==> config.mk <==
export PLATFORM = sky130hd
export DESIGN_NAME = resp_request_stream_parser
export DESIGN_NICKNAME = d
export VERILOG_FILES = /design/src/sv/rsp_pkg.sv /design/src/sv/resp_request_stream_parser.sv /design/src/sv/rsp_dec_acc.sv
export SDC_FILE = /design/constraint.sdc
export NUM_CORES = 1
export LEC_CHECK = 0
export ABC_CLOCK_PERIOD_IN_PS = 5500
export BUFFER_PORTS_ARGS = -buffer_cell sky130_fd_sc_hd__buf_2
export CAP_MARGIN = 5
export CORE_MARGIN = 2
export CORE_UTILIZATION = 55
export CTS_BUF_LIST = sky130_fd_sc_hd__clkbuf_8 sky130_fd_sc_hd__clkbuf_16
export CTS_CLUSTER_SIZE = 20
export DETAILED_ROUTE_END_ITERATION = 10
export HOLD_SLACK_MARGIN = 0.08
export PLACE_DENSITY = 0.77
export RECOVER_POWER = 50
export SLEW_MARGIN = 40
export SYNTH_ARGS = -nofsm -noshare
export SYNTH_HDL_FRONTEND = slang
export SYNTH_SLANG_ARGS = --single-unit
==> constraint.sdc <==
create_clock -name clk -period 5.5 [get_ports clk]
set_input_delay 0 -clock clk [delete_from_list [all_inputs] [get_ports clk]]
set_output_delay 0 -clock clk [all_outputs]
set_load 0.02 [all_outputs]
==> src/sv/rsp_pkg.sv <==
// Shared types and constants of the request stream parser.
package rsp_pkg;

  // Error codes reported with each result byte.
  typedef enum logic [2:0] {
    ERR_NONE      = 3'd0,
    ERR_NO_STAR   = 3'd1,
    ERR_NO_DOLLAR = 3'd2,
    ERR_NO_DIGITS = 3'd3,
    ERR_BAD_CRLF  = 3'd4,
    ERR_ZERO_ARGS = 3'd5,
    ERR_CNT_BIG   = 3'd6,
    ERR_LEN_BIG   = 3'd7
  } err_t;

  // Configuration register indexes.
  localparam logic [7:0] REG_MAX_ARGS    = 8'd0;
  localparam logic [7:0] REG_MAX_ARG_LEN = 8'd1;

  // Protocol characters.
  localparam logic [7:0] CH_STAR   = 8'h2A;
  localparam logic [7:0] CH_DOLLAR = 8'h24;
  localparam logic [7:0] CH_CR     = 8'h0D;
  localparam logic [7:0] CH_LF     = 8'h0A;
  localparam logic [7:0] CH_ZERO   = 8'h30;
  localparam logic [7:0] CH_NINE   = 8'h39;

  // Width used to compare a grown decimal value against its limit.
  localparam int CMP_W = 36;

endpackage

==> src/sv/resp_request_stream_parser.sv <==
// Top level of the request stream parser: byte phase machine with input and result registers.
//
// The parser takes one request byte per clock cycle while the output is not stalled and
// returns exactly one result per byte; an accepted byte passes the input register and then
// the result register. Sustained throughput is one byte per cycle, set by the phase machine,
// which updates its state and its decimal accumulator for one byte each cycle; the result
// register lets a new byte enter while a finished result still waits on the output.
// Configuration registers max_args (index 0) and max_arg_len (index 1) are always ready
// and are meant to be written while no byte is in flight. After any error the parser
// drops bytes until the next '*'.
module resp_request_stream_parser import rsp_pkg::*; #(
  parameter int LEN_WIDTH   = 32,
  parameter int COUNT_WIDTH = 16
) (
  input  logic        clk,
  input  logic        rst,
  // Request byte stream.
  input  logic        in_valid,
  output logic        in_ready,
  input  logic [7:0]  in_byte,
  // Per-byte results.
  output logic        out_valid,
  input  logic        out_ready,
  output logic [7:0]  out_byte,
  output logic        is_payload,
  output logic [15:0] arg_index,
  output logic        arg_done,
  output logic        request_done,
  output logic [2:0]  error,
  // Configuration writes.
  input  logic        cfg_valid,
  output logic        cfg_ready,
  input  logic [7:0]  cfg_index,
  input  logic [31:0] cfg_data
);

  // Counts never exceed 16 bits and lengths never exceed 32 bits.
  localparam int LenBits = (LEN_WIDTH < 32) ? LEN_WIDTH : 32;
  localparam int CntBits = (COUNT_WIDTH < 16) ? COUNT_WIDTH : 16;
  localparam int AccW    = (LenBits > CntBits) ? LenBits : CntBits;
  localparam logic [31:0] LenCap =
    (LEN_WIDTH >= 32) ? 32'hFFFF_FFFF : 32'((64'd1 << LEN_WIDTH) - 64'd1);
  localparam logic [15:0] CntCap =
    (COUNT_WIDTH >= 16) ? 16'hFFFF : 16'((32'd1 << COUNT_WIDTH) - 32'd1);

  typedef enum logic [3:0] {
    PH_STAR, PH_CNT, PH_CNT_LF, PH_DOLLAR, PH_LEN,
    PH_LEN_LF, PH_PAYLOAD, PH_PAY_CR, PH_PAY_LF, PH_RESYNC
  } phase_t;

  // Input register.
  logic               held;
  logic [7:0]         held_byte;
  logic               advance;

  // Parser state and configuration.
  phase_t             phase, phase_next;
  logic [AccW-1:0]    acc, acc_next;
  logic               digit_seen, digit_seen_next;
  logic [CntBits-1:0] args_total, args_total_next;
  logic [CntBits-1:0] current_arg, current_arg_next;
  logic [CntBits-1:0] arg_inc;
  logic [LenBits-1:0] bytes_left, bytes_left_next;
  logic [15:0]        max_args;
  logic [31:0]        max_arg_len;

  // Per-byte decode.
  logic               is_digit;
  logic [3:0]         digit;
  logic [15:0]        cnt_lim;
  logic [31:0]        len_lim;
  logic [31:0]        lim;
  logic [AccW-1:0]    acc_sum;
  logic               acc_over;
  err_t               err;
  logic               pay, adone, rdone;
  logic [15:0]        idx;

  // Handshake: the held byte moves to the result register when that register is free.
  assign advance   = held && (!out_valid || out_ready);
  assign in_ready  = !held || advance;
  assign cfg_ready = 1'b1;

  // Byte classification and active limit.
  assign is_digit = (held_byte >= CH_ZERO) && (held_byte <= CH_NINE);
  assign digit    = 4'(held_byte - CH_ZERO);
  assign cnt_lim  = (max_args < CntCap) ? max_args : CntCap;
  assign len_lim  = (max_arg_len < LenCap) ? max_arg_len : LenCap;
  assign lim      = (phase == PH_CNT) ? 32'(cnt_lim) : len_lim;
  assign arg_inc  = current_arg + 1'b1;

  rsp_dec_acc #(.ACC_W(AccW)) u_acc (
    .acc   (acc),
    .digit (digit),
    .limit (lim),
    .sum   (acc_sum),
    .over  (acc_over)
  );

  // Next state and result for the held byte.
  always_comb begin
    phase_next       = phase;
    acc_next         = acc;
    digit_seen_next  = digit_seen;
    args_total_next  = args_total;
    current_arg_next = current_arg;
    bytes_left_next  = bytes_left;
    err              = ERR_NONE;
    pay              = 1'b0;
    adone            = 1'b0;
    rdone            = 1'b0;
    idx              = 16'd0;
    if (phase == PH_DOLLAR || phase == PH_LEN || phase == PH_LEN_LF ||
        phase == PH_PAYLOAD || phase == PH_PAY_CR || phase == PH_PAY_LF) begin
      idx = 16'(current_arg);
    end
    case (phase)
      PH_STAR, PH_RESYNC: begin
        if (held_byte == CH_STAR) begin
          acc_next        = '0;
          digit_seen_next = 1'b0;
          phase_next      = PH_CNT;
        end else if (phase == PH_STAR) begin
          err = ERR_NO_STAR;
        end
      end
      PH_CNT: begin
        if (is_digit) begin
          if (acc_over) begin
            err = ERR_CNT_BIG;
          end else begin
            acc_next        = acc_sum;
            digit_seen_next = 1'b1;
          end
        end else if (!digit_seen) begin
          err = ERR_NO_DIGITS;
        end else if (held_byte == CH_CR) begin
          phase_next = PH_CNT_LF;
        end else begin
          err = ERR_BAD_CRLF;
        end
      end
      PH_CNT_LF: begin
        if (held_byte != CH_LF) begin
          err = ERR_BAD_CRLF;
        end else if (acc == '0) begin
          err = ERR_ZERO_ARGS;
        end else begin
          args_total_next  = CntBits'(acc);
          current_arg_next = '0;
          phase_next       = PH_DOLLAR;
        end
      end
      PH_DOLLAR: begin
        if (held_byte == CH_DOLLAR) begin
          acc_next        = '0;
          digit_seen_next = 1'b0;
          phase_next      = PH_LEN;
        end else begin
          err = ERR_NO_DOLLAR;
        end
      end
      PH_LEN: begin
        if (is_digit) begin
          if (acc_over) begin
            err = ERR_LEN_BIG;
          end else begin
            acc_next        = acc_sum;
            digit_seen_next = 1'b1;
          end
        end else if (!digit_seen) begin
          err = ERR_NO_DIGITS;
        end else if (held_byte == CH_CR) begin
          phase_next = PH_LEN_LF;
        end else begin
          err = ERR_BAD_CRLF;
        end
      end
      PH_LEN_LF: begin
        if (held_byte != CH_LF) begin
          err = ERR_BAD_CRLF;
        end else begin
          bytes_left_next = LenBits'(acc);
          phase_next      = (acc == '0) ? PH_PAY_CR : PH_PAYLOAD;
        end
      end
      PH_PAYLOAD: begin
        pay = 1'b1;
        if (bytes_left != '0) begin
          bytes_left_next = bytes_left - 1'b1;
        end
        if (bytes_left <= LenBits'(1)) begin
          phase_next = PH_PAY_CR;
        end
      end
      PH_PAY_CR: begin
        if (held_byte == CH_CR) begin
          phase_next = PH_PAY_LF;
        end else begin
          err = ERR_BAD_CRLF;
        end
      end
      PH_PAY_LF: begin
        if (held_byte != CH_LF) begin
          err = ERR_BAD_CRLF;
        end else begin
          adone            = 1'b1;
          current_arg_next = arg_inc;
          if (arg_inc >= args_total) begin
            rdone      = 1'b1;
            phase_next = PH_STAR;
          end else begin
            phase_next = PH_DOLLAR;
          end
        end
      end
      default: begin
        phase_next = PH_RESYNC;
      end
    endcase
    // Any error drops the parser into resync until the next '*'.
    if (err != ERR_NONE) begin
      phase_next = PH_RESYNC;
    end
  end

  // State, input register, result register and configuration registers.
  always_ff @(posedge clk) begin
    if (rst) begin
      held        <= 1'b0;
      out_valid   <= 1'b0;
      phase       <= PH_STAR;
      acc         <= '0;
      digit_seen  <= 1'b0;
      args_total  <= '0;
      current_arg <= '0;
      bytes_left  <= '0;
      max_args    <= 16'hFFFF;
      max_arg_len <= 32'hFFFF_FFFF;
    end else begin
      if (in_valid && in_ready) begin
        held      <= 1'b1;
        held_byte <= in_byte;
      end else if (advance) begin
        held <= 1'b0;
      end
      if (advance) begin
        out_valid    <= 1'b1;
        out_byte     <= held_byte;
        is_payload   <= pay;
        arg_index    <= idx;
        arg_done     <= adone;
        request_done <= rdone;
        error        <= err;
        phase        <= phase_next;
        acc          <= acc_next;
        digit_seen   <= digit_seen_next;
        args_total   <= args_total_next;
        current_arg  <= current_arg_next;
        bytes_left   <= bytes_left_next;
      end else if (out_ready) begin
        out_valid <= 1'b0;
      end
      if (cfg_valid && cfg_ready) begin
        if (cfg_index == REG_MAX_ARGS) begin
          max_args <= cfg_data[15:0];
        end else if (cfg_index == REG_MAX_ARG_LEN) begin
          max_arg_len <= cfg_data;
        end
      end
    end
  end

endmodule

==> src/sv/rsp_dec_acc.sv <==
// Decimal accumulator step: value times ten plus one digit, checked against a limit.
module rsp_dec_acc import rsp_pkg::*; #(
  parameter int ACC_W = 32
) (
  input  logic [ACC_W-1:0] acc,
  input  logic [3:0]       digit,
  input  logic [31:0]      limit,
  output logic [ACC_W-1:0] sum,
  output logic             over
);

  localparam int SUM_W = ACC_W + 4;

  logic [SUM_W-1:0] acc_ext;
  logic [SUM_W-1:0] grown;

  // Times ten is a shift-and-add; the four extra bits hold any growth.
  assign acc_ext = SUM_W'(acc);
  assign grown   = (acc_ext << 3) + (acc_ext << 1) + SUM_W'(digit);

  // Growth past the limit is refused, except that from zero a single digit larger than
  // a limit below nine is still taken. A kept value stays within the limit or below ten,
  // so it fits ACC_W bits.
  assign over = (CMP_W'(grown) > CMP_W'(limit)) &&
                !((acc == '0) && (CMP_W'(digit) > CMP_W'(limit)));
  assign sum  = grown[ACC_W-1:0];

endmodule

==> results.json, run 1 <==
{
  "synthArstFlopShare_pct": 0,
  "violations": "setup timing",
  "critPathArrivalTime_ns": 5.90,
  "ctsRootBufferMaster": "clkbuf_16",
  "start_util_pct": 56.2,
  "hold_viol": 0,
  "ys_warn_count": 0,
  "final_max_slew_viol_count": 0,
  "rsz0062_at_grt": "yes",
  "reg2reg_depth": 20,
  "placed_cell_area_sq_um": 13300,
  "clkLatencyLatePin_ns": 0.44,
  "worstHoldStart": "rst",
  "yosysSeqAreaShare_pct": 34.0,
  "setup_viol": 23,
  "die_x_um": 153,
  "rr_startpoint": "held_byte[3]$_DFFE_PP_",
  "critPathTopFamily": "simple AND/OR/NAND/NOR gates",
  "dieArea_sq_um": 23500,
  "status": "complete, but fails checks",
  "cts_tree": "built",
  "rows": 54,
  "period_minus_slack_ns": 5.55,
  "max_stage_delay_ns": 0.52,
  "vias_per_cell": 6.11,
  "path_buf_inv": 2,
  "grt_max_degree": 89,
  "clock-sinks": 189,
  "drc": 0,
  "synth.lib_cells_used.distinct": 86,
  "dieHeight_um": 153,
  "synthCells": 1478,
  "first_iter_violations": 863,
  "diodes": 0,
  "skew_ns": 0.0171,
  "regToRegEndpoint": "acc[19]$_SDFFE_PP0P_",
  "grt_antenna_before_repair": 0,
  "via_count": 11800,
  "end_kind": "flop",
  "p_per_area_nw_per_um2": 205,
  "fp.coreArea_sq_um": 21800,
  "final.setup.worst_slack_ns": -0.0464,
  "power_leakage_nw": 6.46,
  "num_io_pins": 86,
  "syn_area_sq_um": 12300,
  "hpwl_mm": 24.7,
  "syn-num-nets": 1650,
  "timing.fmax_mhz": 180,
  "fin_nets": 1812,
  "crit_type": "reg2reg",
  "syn2layout_area_growth_pct": 19.5,
  "synth_flop_cell": "dfxtp_1",
  "drive_above_1_share_pct": 14.5,
  "synth_edf_count": 38,
  "cp-endpoint": "acc[19]$_SDFFE_PP0P_",
  "grt-ovfl-total": 0,
  "gp_congestion": 1.01,
  "wl_per_cell_um": 18.0,
  "relSlewSlack_pct": 44.1,
  "synth.avg_cell_area_sq_um": 8.29,
  "design_area_sq_um": 14600,
  "htree_levels": 4,
  "critPathSlowestCell": "fa_1",
  "r2r_slack_ns": -0.05,
  "path_max_fanout": 12,
  "grt_pass1_wl_mm": 56.6,
  "port_buffers": 84,
  "peakVddDrop_mv": 0.193,
  "crit_start": "held_byte[3]$_DFFE_PP_",
  "drt_wl_total_mm": 34.8,
  "period_share_pct": 101,
  "track_usage_pct": 29.3,
  "crit_chain": "fa_1 > fa_2 > a211oi_2 > o21a_1 > a211o_1 > a21oi_2 > or3_4 > xor2_2 > ha_1 > nand4_1 > nor4_4 > nand4_1 > a21oi_2 > o211ai_1 > or3b_4 > or4_4 > o31ai_4 > buf_6 > buf_12 > mux2i_1",
  "cap_violations": 0,
  "tightest_slew_ns": 0.832,
  "startpoint_type": "flop",
  "ys_seq_elements": 189,
  "first_pass_iters": 5,
  "cp.required_ns": 5.85,
  "hold_class": "in2reg",
  "clkSlewWorstSetupHoldPaths_ns": 0.08,
  "grt_pass1_vias": 11500,
  "antenna_left": 0,
  "worstSetupPathDepth": 20,
  "final_core_util_pct": 67.1,
  "hold_slack_ns": 0.168,
  "cts_buffers": 17,
  "clk_path_buf_depth": 2
}
-- layout by cell type, fill, tap and decap left out, types with 27 or more instances in the layout --
cell type | netlist | final
nand2_1 | 248 | 246
dfxtp_1 | 151 | 151
ha_1 | 117 | 115
nor2_1 | 115 | 114
a21oi_1 | 88 | 85
buf_2 | 2 | 80
buf_4 | 2 | 77
o21ai_0 | 72 | 70
nand3_1 | 66 | 66
mux2i_1 | 63 | 63
dlygate4sd3_1 | 0 | 44
edfxtp_1 | 38 | 38
inv_1 | 34 | 34
nand4_1 | 34 | 34
xnor2_1 | 29 | 27
-- cell usage after synthesis (4+ instances only) --
master | number | area share [%]
nor2b_1 | 10 | 0.51
a22oi_1 | 14 | 0.86
a31oi_1 | 7 | 0.36
nand4_1 | 34 | 1.7
nor4_1 | 22 | 1.1
ha_1 | 117 | 12
edfxtp_1 | 38 | 9.3
mux2i_1 | 63 | 5.1
o21ai_0 | 72 | 2.9
nand2_1 | 248 | 7.6
a221oi_1 | 4 | 0.29
and4_1 | 6 | 0.43
or3_1 | 12 | 0.61
o21a_1 | 18 | 1.1
a21oi_1 | 88 | 3.6
nor3_1 | 21 | 0.86
o31ai_1 | 9 | 0.55
nand3_1 | 66 | 2.7
clkbuf_1 | 65 | 2.0
o21ai_1 | 8 | 0.33
xnor2_1 | 29 | 2.1
and3_1 | 13 | 0.66
nand3b_1 | 11 | 0.67
or4_1 | 6 | 0.37
a21boi_0 | 5 | 0.31
nor3b_1 | 6 | 0.37
a21o_1 | 21 | 1.3
o22ai_1 | 19 | 0.97
and2_1 | 20 | 1.0
nor2_1 | 115 | 3.5
dfxtp_1 | 151 | 25
o211ai_1 | 10 | 0.61
inv_1 | 34 | 1.0
xor2_1 | 18 | 1.3
a211oi_1 | 16 | 0.98
nand2b_1 | 5 | 0.26
-- registers in the layout, summed over array words and instances, names as in the netlist --
signal,cells
arg_index,16
error,3
held_byte,8
is_payload,1
acc,32
out_valid,1
request_done,1
digit_seen,1
held,1
current_arg,16
max_args,16
out_byte,8
bytes_left,32
max_arg_len,32
args_total,16
arg_done,1
phase,4
-- final cells by class --
type                       count  area (sq um)
clock inverter                14           185
sequential                   189          4160
multi-input combinational   1181          7800
tap                          280           350
clock buffer                  18           439
timing repair buffer         216          1580
inverter                      35           131
fill                        1765          7180
-- metrics by stage --
stage	total power [mW]	TNS [ns]	worst slack (ns)	std cells
final	3.01	-0.493	-0.0464	1933
after detailed placement	1.69	-10.79	-0.347	1841
after CTS	3.01	0	0.00373	1925
after global routing	3.10	-9.57	-0.321	1933
after global placement	1.69	-2.98	-0.108	1839
after floorplan	1.61	0	0.0615	1478
-- how the worst min path moves through the flow --
stage	depth (start not counted)	end	slack, ns
floorplan	0	held_byte[0]$_DFFE_PP_	0.1
global placement	1	held_byte[5]$_DFFE_PP_	0.18
finish	4	max_args[12]$_SDFFE_PP1P_	0.17
global route	4	max_args[7]$_SDFFE_PP1P_	0.18
CTS	3	current_arg[6]$_SDFFE_PP0P_	0.25
detailed placement	1	held_byte[5]$_DFFE_PP_	0.18
-- report_power, final --
group | leakage (nW) | internal (mW) | switching [mW]
registers | 1.55 | 1.43 | 0.00925
clock network | 0.302 | 0.674 | 0.631
logic | 4.61 | 0.112 | 0.158
total | 6.46 | 2.21 | 0.798
-- worst register-to-register path, cell delays in order, from the launching register on --
cell,delay [ns]
edfxtp_1,0.43
fa_1,0.52
fa_2,0.38
a211oi_2,0.20
o21a_1,0.17
a211o_1,0.17
a21oi_2,0.07
or3_4,0.43
xor2_2,0.17
ha_1,0.32
nand4_1,0.20
nor4_4,0.29
nand4_1,0.16
a21oi_2,0.18
o211ai_1,0.12
or3b_4,0.43
or4_4,0.47
o31ai_4,0.25
buf_6,0.16
buf_12,0.15
mux2i_1,0.21
-- cell families (layout without fill, tap and decap cells) --
kind of cell               after synthesis  after routing  share of synthesized area (%)
AOI/OAI and AO/OA                      337            337                           17.8
xor gates and xnor gates                47             47                           3.36
adders and majority gates              119            119                           12.3
buffers and inverters                  108            283                           3.58
DFF                                    189            189                           34.0
muxes                                   64             64                           5.24
other                                    1              1                         0.0306
and+or+nand+nor                        613            613                           23.8
-- per-layer routing --
metal | vias to the layer above | GRT usage, % | routed length, um
li1 | 5709 | - | -
met1 | 5557 | 37.8 | 15000
met2 | 459 | 49.7 | 16700
met3 | 82 | 3.94 | 1940
met4 | 0 | 11.5 | 1180
met5 | - | 0 | 0
-- what timing repair did --
| item | in CTS | in global routing |
|---|---|---|
| pin swaps | 12 | 4 |
| gates cloned | 1 | 1 |
| buffers inserted | 7 | 8 |
| setup endpoints to repair | 40 | 40 |
| hold buffers | 44 | 0 |
| gates resized for setup | 16 | 14 |
| endpoints found under the hold margin | 58 | 0 |
Power figures use the tool's default switching activity.
==> inputs of run 2 (changes only) <==
--- a/config.mk
+++ b/config.mk
@@ -6,15 +6,15 @@
 export NUM_CORES = 1
 export LEC_CHECK = 0
 export ABC_CLOCK_PERIOD_IN_PS = 5500
-export BUFFER_PORTS_ARGS = -buffer_cell sky130_fd_sc_hd__buf_2
 export CAP_MARGIN = 5
 export CORE_MARGIN = 2
 export CORE_UTILIZATION = 55
 export CTS_BUF_LIST = sky130_fd_sc_hd__clkbuf_8 sky130_fd_sc_hd__clkbuf_16
 export CTS_CLUSTER_SIZE = 20
 export DETAILED_ROUTE_END_ITERATION = 10
+export DONT_BUFFER_PORTS = 1
 export HOLD_SLACK_MARGIN = 0.08
-export PLACE_DENSITY = 0.77
+export PLACE_DENSITY = 0.73
 export RECOVER_POWER = 50
 export SLEW_MARGIN = 40
 export SYNTH_ARGS = -nofsm -noshare
==> run 2 against run 1 <==
  * The flow finishes with violations (capacitance limit, slew limit, setup timing)
  * Worst setup slack worse by 0.053 ns
  * Register-to-register slack lost 0.05 ns
  * Die area did not move
  * Total power down 1.4%
  * Clock power about the same
  * Via count fell by 3.1%
  * Sequential power about the same
  * Design area fell by 2.2%
  * Count of clock-buffer cells in the layout is 1 lower
  * Core utilization shrank 1.5 points
  * Routed wire length decreased by 1.3%
  * Flip-flop and latch count unchanged
==> results.json, run 2 (same netlist as run 1, synthesis figures left out) <==
{
  "design_area_sq_um": 14300,
  "setup_viol": 29,
  "drive_above_1_share_pct": 10.3,
  "cts_buffers": 17,
  "p_sw_share_pct": 27.6,
  "worstHoldStart": "cfg_index[0]",
  "wl_met2_mm": 16.6,
  "diodes": 0,
  "cp-endpoint": "acc[22]$_SDFFE_PP0P_",
  "skew_ns": 0.0144,
  "tightest_slew_ns": 1.60,
  "fp.coreArea_sq_um": 21800,
  "htree_levels": 4,
  "hpwl_mm": 24.1,
  "relSlewSlack_pct": -6.62,
  "crit_type": "reg2reg",
  "p_per_area_nw_per_um2": 207,
  "end_kind": "flop",
  "crit_start": "held_byte[3]$_DFFE_PP_",
  "die_x_um": 153,
  "hold_depth": 3,
  "clkLatencyLatePin_ns": 0.45,
  "final_cell_mix": "nand2_1, dfxtp_1, ha_1",
  "final_common_cell": "nand2_1",
  "vias_per_cell": 6.19,
  "status": "complete, but fails checks",
  "maxUsedRoutingLayer": "met4",
  "wl_met3_mm": 1.69,
  "placed_cell_area_sq_um": 12900,
  "comb_power_share_pct": 8.0,
  "clk_path_buf_depth": 2,
  "critPathArrivalTime_ns": 5.96,
  "rr_startpoint": "held_byte[3]$_DFFE_PP_",
  "path_max_fanout": 6,
  "wl_met1_mm": 14.9,
  "num_io_pins": 86,
  "first_iter_violations": 774,
  "syn2layout_area_growth_pct": 16.8,
  "track_usage_pct": 28.3,
  "final.setup.tns_ns": -1.86,
  "top_regs": "acc (32), bytes_left (32), max_arg_len (32)",
  "start_util_pct": 56.2,
  "grt_pass1_vias": 10700,
  "first_pass_iters": 5,
  "period_share_pct": 102,
  "via_count": 11400,
  "dieHeight_um": 153,
  "regToRegEndpoint": "acc[22]$_SDFFE_PP0P_",
  "cp.required_ns": 5.86,
  "clkPwrFrac_pct": 43.2,
  "cts_tree": "built",
  "wl_per_cell_um": 18.6,
  "rsz0062_at_grt": "yes",
  "power_leakage_nw": 6.18,
  "drt_wl_total_mm": 34.4,
  "finalPower_mw": 2.97,
  "dp_slack_ns": -0.374,
  "clock-sinks": 189,
  "ctsRootBufferMaster": "clkbuf_16",
  "drc": 0,
  "power.switching_uw": 818,
  "rows": 54,
  "fin_nets": 1728,
  "hold_viol": 0,
  "p_seq_share_pct": 48.8,
  "reg2reg_depth": 22,
  "cap_violations": 1,
  "hold_slack_ns": 0.156,
  "peakVddDrop_mv": 0.156,
  "port_buffers": 0,
  "final_max_slew_viol_count": 33,
  "hold_class": "in2reg",
  "period_minus_slack_ns": 5.60,
  "startpoint_type": "flop",
  "r2r_slack_ns": -0.1,
  "grt-ovfl-total": 0,
  "dieArea_sq_um": 23500,
  "grt_antenna_before_repair": 0,
  "clkSlewWorstSetupHoldPaths_ns": 0.08,
  "grt_max_degree": 89,
  "timing.fmax_mhz": 179,
  "intPower_mw": 2.15,
  "gp_congestion": 1.01,
  "violations": "capacitance limit, slew limit, setup timing",
  "grt_pass1_wl_mm": 54.6,
  "antenna_left": 0,
  "final.setup.worst_slack_ns": -0.0992
}
-- run 2: changes by cell type in the layout (fill, tap and decap cells not counted), moves of 3 or more --
cell           change
buf_4              -3
clkbuf_1           -4
buf_16             +3
dlygate4sd3_1      +3
buf_2             -80
o21ai_2            -3
o21ai_1            +3
-- run 2: per-stage QoR --
step | util (%) | cells
final | 65.6 | 1849
after global routing | 65.6 | 1849
after CTS | 64.6 | 1839
after detailed placement | 59.0 | 1752
after global placement | 58.7 | 1750
after floorplan | - | 1478
-- run 2: worst max-delay path: stages (launching register included) --
cell and delay, ns:
edfxtp_1 0.42, fa_1 0.50, fa_2 0.37, a211oi_2 0.23, o21a_1 0.20, a211o_1 0.18
a21oi_2 0.07, or3_4 0.37, xor2_2 0.23, ha_4 0.25, nand4_1 0.20, buf_4 0.15
buf_4 0.10, nor3_1 0.04, o2bb2ai_1 0.15, nor4_2 0.27, nor3b_1 0.09, or3b_4 0.43
or4_4 0.46, o31ai_4 0.29, buf_6 0.17, buf_12 0.13, mux2i_2 0.21
-- run 2: cell type report --
type,instances,area [sq um]
clock buffers,17,425
clock inverters,15,183
fillers,1739,7510
inverters,35,131
multi-input cells,1181,7850
flip-flops and latches,189,4160
well taps,280,350
repair buffers,132,1210
-- run 2: per-layer routing --
layer,vias up,global-route usage [%]
li1,5542,-
met3,67,3.63
met4,0,11.7
met1,5458,37.5
met2,374,46.8
met5,-,0
-- run 2: worst min path at each step --
| stage | to | slack, ns |
|---|---|---|
| after detailed placement | current_arg[7]$_SDFFE_PP0P_ | 0.08 |
| after global routing | held_byte[7]$_DFFE_PP_ | 0.18 |
| after global placement | args_total[13]$_SDFFE_PP0P_ | 0.08 |
| after floorplan | held_byte[0]$_DFFE_PP_ | 0.1 |
| after CTS | max_args[8]$_SDFFE_PP1P_ | 0.12 |
| final | max_arg_len[6]$_SDFFE_PP1P_ | 0.16 |
-- run 2: repair_timing --
| action | CTS | global route |
|---|---|---|
| setup buffers | 8 | 8 |
| resized for setup | 12 | 23 |
| endpoints found under the setup margin | 40 | 40 |
| hold buffers | 47 | 1 |
| pin swaps | 9 | 18 |
| hold endpoints to repair | 186 | 31 |
| cloned | 1 | 1 |
-- run 2: power groups by stage --
stage	Combinational [mW]	Sequential, mW	Clock, mW
final	0.237	1.45	1.28
after global routing	0.255	1.45	1.35
after CTS	0.220	1.45	1.29
after detailed placement	0.174	1.48	0
after global placement	0.172	1.48	0
after floorplan	0.137	1.47	0
==> inputs of run 3 (changes only) <==
--- a/config.mk
+++ b/config.mk
@@ -7,14 +7,16 @@
 export LEC_CHECK = 0
 export ABC_CLOCK_PERIOD_IN_PS = 5500
 export CAP_MARGIN = 5
+export CELL_PAD_IN_SITES_DETAIL_PLACEMENT = 0
+export CELL_PAD_IN_SITES_GLOBAL_PLACEMENT = 1
 export CORE_MARGIN = 2
-export CORE_UTILIZATION = 55
+export CORE_UTILIZATION = 44
 export CTS_BUF_LIST = sky130_fd_sc_hd__clkbuf_8 sky130_fd_sc_hd__clkbuf_16
 export CTS_CLUSTER_SIZE = 20
 export DETAILED_ROUTE_END_ITERATION = 10
 export DONT_BUFFER_PORTS = 1
 export HOLD_SLACK_MARGIN = 0.08
-export PLACE_DENSITY = 0.73
+export PLACE_DENSITY_LB_ADDON = 0.1
 export RECOVER_POWER = 50
 export SLEW_MARGIN = 40
 export SYNTH_ARGS = -nofsm -noshare
==> run 3 against run 2 <==
  * The flow now finishes without violations
  * Combinational power is essentially flat
  * Total power shrank 1.3%
  * Design area grew 0.93%
  * Global-route usage shrank 4.0 points
  * Via count shrank 2.9%
  * Hold slack gained 0.0085 ns
  * Routed wire length grew 2.9%
  * Maximum frequency grew 2.9%
  * Critical endpoint is now acc[0]$_SDFFE_PP0P_
  * Largest power group unchanged
  * Highest routed layer unchanged
==> results.json, run 3 (same netlist as run 1, synthesis figures left out) <==
{
  "status": "completed",
  "timing.fmax_mhz": 184,
  "grt_pass1_vias": 10500,
  "cts_buffers": 17,
  "fp.coreArea_sq_um": 27600,
  "grt_antenna_before_repair": 0,
  "skew_ns": 0.0140,
  "ctsRootBufferMaster": "clkbuf_16",
  "clkLatencyLatePin_ns": 0.45,
  "first_iter_violations": 565,
  "power_leakage_nw": 6.23,
  "clkPwrFrac_pct": 42.6,
  "final_max_slew_viol_count": 0,
  "peakVddDrop_mv": 0.208,
  "period_share_pct": 98.9,
  "crit_type": "reg2reg",
  "p_sw_share_pct": 25.4,
  "dieHeight_um": 171,
  "fillers": 2721,
  "setup_viol": 0,
  "start_util_pct": 44.4,
  "cts_tree": "built",
  "fin_nets": 1736,
  "rsz0062_at_grt": "yes",
  "clkSlewWorstSetupHoldPaths_ns": 0.07,
  "track_usage_pct": 24.3,
  "clk_path_buf_depth": 2,
  "port_buffers": 0,
  "relSlewSlack_pct": 48.3,
  "intPower_mw": 2.18,
  "wl_per_cell_um": 18.1,
  "cap_violations": 0,
  "first_pass_iters": 5,
  "antenna_left": 0,
  "gp_congestion": 0.865,
  "cp.required_ns": 5.87,
  "drc": 0,
  "power.switching_uw": 743,
  "clock-sinks": 189,
  "syn2layout_area_growth_pct": 17.9,
  "hpwl_mm": 25.9,
  "rows": 61,
  "p_per_area_nw_per_um2": 203,
  "final_common_cell": "nand2_1",
  "path_max_fanout": 7,
  "htree_levels": 4,
  "hold_viol": 0,
  "grt_pass1_wl_mm": 56.2,
  "period_minus_slack_ns": 5.44,
  "top_regs": "acc (32), bytes_left (32), max_arg_len (32)",
  "final_cell_mix": "nand2_1, dfxtp_1, ha_1",
  "comb_power_share_pct": 8.0,
  "diodes": 0,
  "hold_class": "in2reg",
  "grt-ovfl-total": 0,
  "die_x_um": 171,
  "via_count": 11100,
  "fin_cells": 1955,
  "drt_wl_total_mm": 35.3,
  "end_kind": "flop",
  "p_seq_share_pct": 49.4,
  "dieArea_sq_um": 29200,
  "vias_per_cell": 5.68,
  "startpoint_type": "flop",
  "final.setup.tns_ns": 0,
  "drive_above_1_share_pct": 10.7,
  "grt_max_degree": 88,
  "tightest_slew_ns": 0.769,
  "dpl.cell_count": 1860,
  "design_area_sq_um": 14500,
  "critPathArrivalTime_ns": 5.81,
  "final_core_util_pct": 52.3,
  "num_io_pins": 86,
  "placed_cell_area_sq_um": 13100
}
[run 3: metrics by stage]
step	power, mW	setup slack [ns]	hold WS, ns
floorplan	1.61	0.0615	0.0989
global placement	1.66	-0.0835	0.0815
detailed placement	1.66	-0.236	0.0836
CTS	2.94	-0.0110	0.162
global route	3.03	-0.241	0.175
finish	2.93	0.0600	0.165
[run 3: worst paths after layout]
check             cells after the start                        from  slack, ns                           end
hold reg to reg                       2  bytes_left[1]$_SDFFE_PP0P_       0.47    bytes_left[1]$_SDFFE_PP0P_
setup reg to reg                     21      held_byte[3]$_DFFE_PP_       0.06           acc[0]$_SDFFE_PP0P_
hold / removal                        3                cfg_index[0]       0.16  max_arg_len[10]$_SDFFE_PP1P_
setup / recovery                     21      held_byte[3]$_DFFE_PP_       0.06           acc[0]$_SDFFE_PP0P_
[run 3: power groups by stage]
stage / Clock [mW] / Combinational, mW / Sequential (mW)
final: 1.25 / 0.234 / 1.45
after CTS: 1.27 / 0.224 / 1.45
after global routing: 1.33 / 0.257 / 1.45
after detailed placement: 0 / 0.177 / 1.48
after floorplan: 0 / 0.137 / 1.47
after global placement: 0 / 0.176 / 1.48
[run 3: critical path, cell delays in order, from the launching register on]
cell,delay (ns)
edfxtp_1,0.42
fa_1,0.52
ha_1,0.35
a211oi_2,0.28
o211ai_1,0.17
nand2_1,0.11
o21ai_1,0.09
a21o_1,0.20
a21oi_2,0.16
xnor2_2,0.17
ha_1,0.30
nand4_1,0.20
nor2_1,0.07
a221o_1,0.34
nor4_2,0.27
nor3b_1,0.09
or3b_4,0.39
or4_4,0.47
o31ai_4,0.25
buf_6,0.17
clkbuf_16,0.17
mux2i_1,0.19
[run 3: layout make-up]
class | count | area [sq um] | share of cell area (%)
Clock buffer | 21 | 503 | 3.48
Clock inverter | 11 | 78.8 | 0.546
Inverter | 35 | 131 | 0.909
Multi-Input combinational cell | 1181 | 7850 | 54.3
Sequential cell | 189 | 4170 | 28.8
Tap cell | 378 | 473 | 3.27
Timing Repair Buffer | 140 | 1250 | 8.62
[run 3: what timing repair did]
| action | in CTS | in global routing |
|---|---|---|
| endpoints found under the setup margin | 39 | 39 |
| hold buffers | 47 | 0 |
| gates resized for setup | 8 | 30 |
| setup buffers | 2 | 12 |
| pin swaps | 2 | 21 |
| cloned | 1 | 2 |
| endpoints found under the hold margin | 166 | 0 |
[run 3: routing by layer]
layer	global-route usage, %	vias to the layer above	wire [um]
met1	33.6	5266	16800
li1	-	5554	-
met4	7.18	0	838
met5	0	-	0
met3	3.19	41	1400
met2	39.4	251	16400
